## src/rtl/core/lfd_pkg.sv

```systemverilog
// Package for the display frame deframer: frame geometry, character codes,
// the queue item type and the sequencer state type.
// No dependencies; imported by every module of the block.
package lfd_pkg;

  localparam int FRAME_LEN   = 36;
  localparam int MARKER_POS  = 18;
  localparam int LINE_WIDTH  = 16;

  localparam int IDX_W  = $clog2(FRAME_LEN);
  localparam int FILL_W = $clog2(FRAME_LEN + 1);
  localparam int COL_W  = $clog2(LINE_WIDTH);
  localparam int SUM_W  = IDX_W + 2;

  localparam bit MARKER_OK = (MARKER_POS + 1 < FRAME_LEN);

  localparam logic [7:0] NEWLINE_CH = 8'h0A;
  localparam logic [7:0] BRACKET_CH = 8'h5B;
  localparam logic [7:0] H_CH       = 8'h48;

  localparam int QUEUE_DEPTH = 4;
  localparam int QPTR_W      = $clog2(QUEUE_DEPTH);

  typedef struct packed {
    logic [7:0] data;
    logic       is_nl;
  } rx_item_t;

  typedef enum logic [2:0] {
    ST_CAPTURE,
    ST_SCAN,
    ST_DECIDE,
    ST_SKIP_TOP,
    ST_EMIT_TOP,
    ST_SKIP_BOT,
    ST_EMIT_BOT,
    ST_ERROR
  } back_state_t;

endpackage

```

## src/rtl/core/lfd_front.sv

```systemverilog
// Front end of the deframer: accepts received bytes, marks newlines and
// holds them in a short queue for the frame sequencer.
// Depends on lfd_pkg.
module lfd_front (
  input  logic             clk,
  input  logic             rst,
  input  logic             rx_valid,
  output logic             rx_stall,
  input  logic [7:0]       rx_byte,
  output logic             q_valid,
  output lfd_pkg::rx_item_t q_item,
  input  logic             q_pop
);
  import lfd_pkg::*;

  rx_item_t          mem [QUEUE_DEPTH];
  logic [QPTR_W-1:0] wr_ptr;
  logic [QPTR_W-1:0] rd_ptr;
  logic [QPTR_W:0]   count;
  logic              push;
  logic              pop;

  assign rx_stall = (count == (QPTR_W + 1)'(QUEUE_DEPTH));
  assign q_valid  = (count != '0);
  assign q_item   = mem[rd_ptr];
  assign push     = rx_valid && !rx_stall;
  assign pop      = q_pop && q_valid;

  always_ff @(posedge clk) begin
    if (push) begin
      mem[wr_ptr] <= '{data: rx_byte, is_nl: (rx_byte == NEWLINE_CH)};
    end
  end

  always_ff @(posedge clk) begin
    if (rst) begin
      wr_ptr <= '0;
      rd_ptr <= '0;
      count  <= '0;
    end else begin
      if (push) begin
        wr_ptr <= wr_ptr + QPTR_W'(1);
      end
      if (pop) begin
        rd_ptr <= rd_ptr + QPTR_W'(1);
      end
      case ({push, pop})
        2'b10:   count <= count + (QPTR_W + 1)'(1);
        2'b01:   count <= count - (QPTR_W + 1)'(1);
        default: count <= count;
      endcase
    end
  end

endmodule

```

## src/rtl/core/lfd_back.sv

```systemverilog
// Back end of the deframer: frame window shift line, validity scan, marker
// search, character emission, error count and the result register.
// Depends on lfd_pkg; fed by lfd_front.
module lfd_back (
  input  logic              clk,
  input  logic              rst,
  input  logic              q_valid,
  input  lfd_pkg::rx_item_t q_item,
  output logic              q_pop,
  output logic              res_valid,
  input  logic              res_stall,
  output logic [7:0]        screen_char,
  output logic              line_select,
  output logic [3:0]        column,
  output logic              frame_bad,
  output logic [15:0]       bad_frame_total,
  output logic              last
);
  import lfd_pkg::*;

  back_state_t       state;
  back_state_t       state_next;
  logic [7:0]        win [FRAME_LEN];
  logic [IDX_W-1:0]  idx;
  logic [IDX_W-1:0]  p;
  logic [IDX_W-1:0]  nl;
  logic              p_found;
  logic              nl_found;
  logic              zero_seen;
  logic              mark_ok;
  logic [FILL_W-1:0] fill;
  logic              capturing;
  logic [15:0]       err_cnt;
  logic [COL_W-1:0]  col;

  logic              out_free;
  logic              pair_now;
  logic [IDX_W:0]    tgt;
  logic [SUM_W-1:0]  top_sum;
  logic              frame_done;
  logic              col_last;
  logic              skip_top_done;
  logic [15:0]       err_inc;

  logic              take;
  logic              shift_in;
  logic              rotate;
  logic              emit;
  logic [7:0]        emit_char;
  logic              emit_line;
  logic [3:0]        emit_col;
  logic              emit_bad;
  logic              emit_last;

  assign out_free      = !res_valid || !res_stall;
  assign pair_now      = (win[0] == BRACKET_CH) && (win[1] == H_CH);
  assign tgt           = (IDX_W + 1)'(p) + (IDX_W + 1)'(2);
  assign top_sum       = SUM_W'(tgt) + SUM_W'(col);
  assign frame_done    = capturing && (fill == FILL_W'(FRAME_LEN - 1));
  assign col_last      = (col == COL_W'(LINE_WIDTH - 1));
  assign skip_top_done = (tgt >= (IDX_W + 1)'(FRAME_LEN)) || (tgt == {1'b0, idx});
  assign err_inc       = (err_cnt == 16'hFFFF) ? err_cnt : err_cnt + 16'd1;

  always_comb begin
    state_next = state;
    unique case (state)
      ST_CAPTURE: begin
        if (q_valid && frame_done) begin
          state_next = ST_SCAN;
        end
      end
      ST_SCAN: begin
        if (idx == IDX_W'(FRAME_LEN - 1)) begin
          state_next = ST_DECIDE;
        end
      end
      ST_DECIDE: begin
        state_next = (!zero_seen && mark_ok) ? ST_SKIP_TOP : ST_ERROR;
      end
      ST_SKIP_TOP: begin
        if (skip_top_done) begin
          state_next = ST_EMIT_TOP;
        end
      end
      ST_EMIT_TOP: begin
        if (out_free && col_last) begin
          state_next = ST_SKIP_BOT;
        end
      end
      ST_SKIP_BOT: begin
        if (idx == IDX_W'(1)) begin
          state_next = ST_EMIT_BOT;
        end
      end
      ST_EMIT_BOT: begin
        if (out_free && col_last) begin
          state_next = ST_CAPTURE;
        end
      end
      ST_ERROR: begin
        if (out_free) begin
          state_next = ST_CAPTURE;
        end
      end
      default: state_next = ST_CAPTURE;
    endcase
  end

  always_comb begin
    take      = 1'b0;
    shift_in  = 1'b0;
    rotate    = 1'b0;
    emit      = 1'b0;
    emit_char = 8'd0;
    emit_line = 1'b0;
    emit_col  = 4'(col);
    emit_bad  = 1'b0;
    emit_last = 1'b0;
    unique case (state)
      ST_CAPTURE: begin
        take     = q_valid;
        shift_in = q_valid && (capturing || q_item.is_nl);
      end
      ST_SCAN: begin
        rotate = 1'b1;
      end
      ST_DECIDE: begin
        rotate = 1'b0;
      end
      ST_SKIP_TOP: begin
        rotate = !skip_top_done;
      end
      ST_EMIT_TOP: begin
        emit      = out_free;
        rotate    = out_free;
        emit_char = (top_sum < SUM_W'(FRAME_LEN)) ? win[0] : 8'd0;
      end
      ST_SKIP_BOT: begin
        rotate = (idx != IDX_W'(1));
      end
      ST_EMIT_BOT: begin
        emit      = out_free;
        rotate    = out_free;
        emit_line = 1'b1;
        emit_char = (SUM_W'(col) + SUM_W'(1) < SUM_W'(FRAME_LEN)) ? win[0] : 8'd0;
        emit_last = col_last;
      end
      ST_ERROR: begin
        emit      = out_free;
        emit_col  = 4'd0;
        emit_bad  = 1'b1;
        emit_last = 1'b1;
      end
      default: begin
        rotate = 1'b0;
      end
    endcase
  end

  assign q_pop = take;

  always_ff @(posedge clk) begin
    if (shift_in || rotate) begin
      for (int k = 0; k < FRAME_LEN - 1; k++) begin
        win[k] <= win[k + 1];
      end
      win[FRAME_LEN - 1] <= shift_in ? q_item.data : win[0];
    end
  end

  always_ff @(posedge clk) begin
    if (state == ST_CAPTURE) begin
      idx       <= '0;
      p         <= IDX_W'(MARKER_POS);
      p_found   <= 1'b0;
      nl        <= '0;
      nl_found  <= 1'b0;
      zero_seen <= 1'b0;
      mark_ok   <= 1'b0;
    end else begin
      if (rotate) begin
        idx <= (idx == IDX_W'(FRAME_LEN - 1)) ? '0 : idx + IDX_W'(1);
      end
      if (state == ST_SCAN) begin
        if (idx != '0 && win[0] == 8'd0) begin
          zero_seen <= 1'b1;
        end
        if (MARKER_OK && idx == IDX_W'(MARKER_POS) && pair_now) begin
          mark_ok <= 1'b1;
        end
        if (!p_found && idx != '0 && idx <= IDX_W'(FRAME_LEN - 2) && pair_now) begin
          p       <= idx;
          p_found <= 1'b1;
        end
        if (!nl_found && idx != '0 && win[0] == NEWLINE_CH) begin
          nl       <= idx;
          nl_found <= 1'b1;
        end
      end
    end
  end

  always_ff @(posedge clk) begin
    if (state == ST_SKIP_TOP || state == ST_SKIP_BOT) begin
      col <= '0;
    end else if (emit) begin
      col <= col + COL_W'(1);
    end
  end

  always_ff @(posedge clk) begin
    if (emit) begin
      screen_char     <= emit_char;
      line_select     <= emit_line;
      column          <= emit_col;
      frame_bad       <= emit_bad;
      bad_frame_total <= emit_bad ? err_inc : err_cnt;
      last            <= emit_last;
    end
  end

  always_ff @(posedge clk) begin
    if (rst) begin
      state     <= ST_CAPTURE;
      capturing <= 1'b0;
      fill      <= '0;
      err_cnt   <= '0;
      res_valid <= 1'b0;
    end else begin
      state <= state_next;
      if (take) begin
        if (capturing) begin
          fill <= fill + FILL_W'(1);
        end else if (q_item.is_nl) begin
          capturing <= 1'b1;
          fill      <= FILL_W'(1);
        end
      end
      if (state == ST_EMIT_BOT && out_free && col_last) begin
        capturing <= 1'b0;
        fill      <= '0;
      end
      if (state == ST_ERROR && out_free) begin
        err_cnt <= err_inc;
        if (nl_found) begin
          fill <= FILL_W'(FRAME_LEN) - FILL_W'(nl);
        end else begin
          capturing <= 1'b0;
          fill      <= '0;
        end
      end
      if (emit) begin
        res_valid <= 1'b1;
      end else if (!res_stall) begin
        res_valid <= 1'b0;
      end
    end
  end

  a_pop_in_capture: assert property (@(posedge clk) disable iff (rst)
    q_pop |-> state == ST_CAPTURE)
    else $error("queue popped outside capture");

  a_fill_bound: assert property (@(posedge clk) disable iff (rst)
    state == ST_CAPTURE |-> fill < FILL_W'(FRAME_LEN))
    else $error("window fill count at or past frame length while capturing");

  a_bad_is_last: assert property (@(posedge clk) disable iff (rst)
    res_valid && frame_bad |-> last)
    else $error("error result not marked as last");

  a_scan_ends: assert property (@(posedge clk) disable iff (rst)
    state == ST_SCAN && idx == IDX_W'(FRAME_LEN - 1) |=> state == ST_DECIDE)
    else $error("validity scan did not end after one full window");

endmodule

```

## src/rtl/core/lcd_frame_deframer_core.sv

```systemverilog
// Display frame deframer, top level.
// Receive channel: rx_valid, rx_stall and rx_byte carry one serial byte per
// transaction. Result channel: res_valid and res_stall with screen_char,
// line_select, column, frame_bad, bad_frame_total and last.
// Bytes enter a four-entry queue and are taken by the frame sequencer at one
// per cycle while a frame is being captured; bytes before a newline are
// dropped. When the last of the 36 window bytes arrives, the sequencer scans
// the window and then decides. A valid frame then emits 32 characters, top
// line first, one per cycle when the receiver is not stalling, with rotation
// steps before each line. A rejected frame gives a single error result.
// While a frame is being scanned or emitted, incoming bytes fill the queue
// and then rx_stall rises. A stall on the result side holds the result
// register and the sequencer in its emit and error states; bytes are still
// queued until the queue is full.
// Reset clears the queue, the hunting state, the fill count and the error
// count; no results are pending after reset.
// Depends on lfd_pkg, lfd_front and lfd_back.
module lcd_frame_deframer_core (
  input  logic        clk,
  input  logic        rst,
  input  logic        rx_valid,
  output logic        rx_stall,
  input  logic [7:0]  rx_byte,
  output logic        res_valid,
  input  logic        res_stall,
  output logic [7:0]  screen_char,
  output logic        line_select,
  output logic [3:0]  column,
  output logic        frame_bad,
  output logic [15:0] bad_frame_total,
  output logic        last
);
  import lfd_pkg::*;

  logic     q_valid;
  logic     q_pop;
  rx_item_t q_item;

  lfd_front u_front (
    .clk      (clk),
    .rst      (rst),
    .rx_valid (rx_valid),
    .rx_stall (rx_stall),
    .rx_byte  (rx_byte),
    .q_valid  (q_valid),
    .q_item   (q_item),
    .q_pop    (q_pop)
  );

  lfd_back u_back (
    .clk             (clk),
    .rst             (rst),
    .q_valid         (q_valid),
    .q_item          (q_item),
    .q_pop           (q_pop),
    .res_valid       (res_valid),
    .res_stall       (res_stall),
    .screen_char     (screen_char),
    .line_select     (line_select),
    .column          (column),
    .frame_bad       (frame_bad),
    .bad_frame_total (bad_frame_total),
    .last            (last)
  );

endmodule
```

## config.mk

```make
export PLATFORM = sky130hd
export DESIGN_NAME = lcd_frame_deframer_core
export DESIGN_NICKNAME = d
export VERILOG_FILES = /design/src/rtl/core/lfd_pkg.sv /design/src/rtl/core/lfd_front.sv /design/src/rtl/core/lfd_back.sv /design/src/rtl/core/lcd_frame_deframer_core.sv
export SDC_FILE = /design/constraint.sdc
export NUM_CORES = 1
export LEC_CHECK = 0
export BUFFER_PORTS_ARGS = -buffer_cell sky130_fd_sc_hd__buf_2
export CAP_MARGIN = 40
export CORE_MARGIN = 1
export CORE_UTILIZATION = 55
export DETAILED_ROUTE_END_ITERATION = 12
export GPL_ROUTABILITY_DRIVEN = 0
export GPL_TIMING_DRIVEN = 0
export HOLD_SLACK_MARGIN = 0.05
export PLACE_DENSITY = 0.75
export RECOVER_POWER = 50
export SKIP_CTS_REPAIR_TIMING = 1
export SLEW_MARGIN = 20
export SYNTH_ARGS = -nofsm -noshare
export SYNTH_HDL_FRONTEND = slang
export SYNTH_SLANG_ARGS = --single-unit
```

## constraint.sdc

```tcl
create_clock -name clk -period 9.8 [get_ports clk]
set_clock_uncertainty 0.05 [all_clocks]
set_input_delay 1.47 -clock clk [delete_from_list [all_inputs] [get_ports clk]]
set_output_delay 1.47 -clock clk [all_outputs]
set_load 0.05 [all_outputs]
```

==> metrics.cfg <==
[run_status]
status=finished clean

[setup_path]
cp.arrival_ns=4.42
worstSetupEndpointType=flop
critical_path_buf_inv_count=5
slowest_stage=a31oi_2
crit_path_max_fanout=59
cp_cell_sequence=ha_1 > clkbuf_1 > nand3_1 > o221ai_1 > o2111ai_1 > a31oi_2 > nor2_1 > nand2_4 > buf_12 > buf_12 > buf_16 > buf_16
startpoint_type=flop
crit_family=buffers and inverters
required_ns=9.95
slowest_delay_ns=0.49
path_class=flop to flop

[clock_network]
root_buffer=clkbuf_16
clk_path_buf_depth=3
numCtsBuffers=41
clkSinkCount=417
clk_pin_slew_ns=0.06
clock_latency_ns=0.53
cts_tree=built
htreeDepth=2

[synth]
syn_inst=899
synthTopCellsByArea=edfxtp_1 71%, dfxtp_1 8.2%, nor2_1 2.0%
yosysSeqAreaShare=0.7908
syn_area_um2=15050
synth_area_leader_cell=edfxtp_1
synth_flop_cell=edfxtp_1
syn_area_per_cell_um2=16.74
synth_seq_cells=417
ys_types=68
synth_edf_count=355
async_flop_share=0
ys.warnings.count=0
yosys.area.top_type_share=0.7083
syn_nets=929

[timing]
fin_crit_sh=0.4361
worst_slew_margin_rel=0.1897
final-setup-viol-count=0
hold_viol_final=0
max_clock_freq_ghz=0.2340
min_period_ns=4.273
fin_ws_ns=5.527
drv_slew=0
rsz0062_at_grt=no
worstMarginPinSlew_ns=1.206

[worst_hold_path]
hp-class=flop to flop

[layout]
drive_gt1_frac=0.1417
syn2layout_area_growth_pct=14.51
postLayoutCoreUtil=0.6412
stdcell_area_um2=17230
instances_no_fill=1364
n_antenna_cell=0
fin_nets=1022

[placed_design]
hpwlAfterDp_um=14190
dp_cells=1289
io_buffers=43
place_ws_ns=5.215
place_area_um2=15860

[die]
die-area_um2=28030
initial_utilization=0.5600
die_x_um=167.4
dieHeight_um=167.4
core_um2=26880
io_pins=45
rows=60

[detailed_routing]
dr_total_vias=7653
routed_wl_um=24420
drt-vias-per-instance=5.611
postRouteAntennaNets=0
drt_iter0_drc=687
drcViolationCount=0
wl_per_cell_um=17.90
first_pass_iters=5

[pwr]
ir_worst_vdd_mv=0.2125
power_uw=5170
p_per_area_nw_per_um2=300.0
p_leak_uw=0.005884

[global_routing]
grt_usage=0.1760
grt_pass1_wl_um=38480
grt_overflow=0
grt_pass1_vias=7404
grt_max_degree=63
antenna_found_initial=2

[flow_run]
maxCapViolations=0

## final cells by class
type / count / area (um2)
repair buffers: 50 / 357.8
fillers: 1851 / 9642
plain buffers: 29 / 131.4
inverters: 23 / 86.33
clock inverters: 32 / 400.4
multi-input cells: 430 / 2900
clock buffers: 42 / 1030
well taps: 341 / 426.7
flip-flops and latches: 417 / 11900
## synthesized netlist by cell type, types with 11 or more instances
cell type and count:
a21oi_1 27, buf_2 11, clkbuf_1 14, dfxtp_1 62, edfxtp_1 355, ha_1 17
inv_1 23, mux2_2 12, mux2i_1 17, nand2_1 44, nand3_1 29, nor2_1 81
o21ai_0 20, xnor2_1 18, xor2_1 21
## final timing paths
path / from / to / slack, ns / cells past startpoint
worst max-delay path: u_back.p[2] / u_back.win[2][26] / 5.53 / 12
worst min-delay path: u_back.win[0][18] / u_back.win[0][10] / 0.36 / 0
worst max register to register: u_back.p[2] / u_back.win[2][26] / 5.53 / 12
worst min register to register: u_back.win[0][18] / u_back.win[0][10] / 0.36 / 0
## power by group
| group | internal, uW | leakage, uW | switching, uW |
|---|---|---|---|
| clock network | 1010 | 0.000702 | 644 |
| logic | 158 | 0.00135 | 361 |
| registers | 2790 | 0.00384 | 214 |
## routing by layer
layer  wire [um]  vias up  track usage
met5           0        -            0
met4         490        0      0.05624
met3        1200       44      0.03049
met2       11420      219       0.2770
met1       11300     3796       0.2526
li1            -     3594            -
## worst register-to-register path, stage by stage (launching register included)
cell and delay (ns):
dfxtp_1 0.48, ha_1 0.20, clkbuf_1 0.30, nand3_1 0.21
o221ai_1 0.23, o2111ai_1 0.22, a31oi_2 0.49, nor2_1 0.18
nand2_4 0.34, buf_12 0.29, buf_12 0.30, buf_16 0.34
buf_16 0.31
## cells by family (layout without fill, tap and decap cells)
| kind of cell | after synthesis | count (layout) | share of synthesized area |
|---|---|---|---|
| XOR/XNOR | 39 | 39 | 0.02270 |
| flip-flops | 417 | 417 | 0.7908 |
| AO/OA/AOI/OAI | 102 | 102 | 0.04556 |
| buffers and inverters | 52 | 176 | 0.01463 |
| AND/OR/NAND/NOR | 233 | 233 | 0.07715 |
| multiplexers | 38 | 38 | 0.03375 |
| adder cells (fa/ha/maj) | 18 | 18 | 0.01546 |
## cells in the final DEF (no fill, tap or decap), types with 7 or more instances in the layout
cell type,count
edfxtp_1,355
nor2_1,82
dfxtp_1,62
nand2_1,43
buf_2,43
clkbuf_16,41
nand3_1,29
a21oi_1,28
clkbuf_1,27
inv_1,23
o21ai_0,22
xor2_1,21
xnor2_1,18
mux2i_1,17
ha_1,17
nor3_1,11
mux2_2,11
and3_1,9
mux4_2,9
bufinv_16,9
clkinv_2,9
and2_0,8
nand2b_1,7
nand4_1,7
clkinv_1,7
## state kept, by name, indices dropped and copies added, names as in the netlist, 2 cells and up, named ones only
| signal | count |
|---|---|
| u_back.win | 288 |
| u_front.mem | 36 |
| u_back.bad_frame_total | 16 |
| u_back.err_cnt | 16 |
| u_back.screen_char | 8 |
| u_back.fill | 6 |
| u_back.idx | 6 |
| u_back.nl | 6 |
| u_back.p | 6 |
| u_back.col | 4 |
| u_back.column | 4 |
| u_back.state | 3 |
| u_front.count | 3 |
| u_front.rd_ptr | 2 |
| u_front.wr_ptr | 2 |
## per-stage QoR
stage / setup TNS (ns) / hold slack, ns
after global placement: -529.18 / 0.3515
after CTS: 0 / 0.3485
after global routing: 0 / 0.3498
after floorplan: 0 / 0.3503
after detailed placement: 0 / 0.3545
final: 0 / 0.3604
Power figures use the tool's default switching activity.
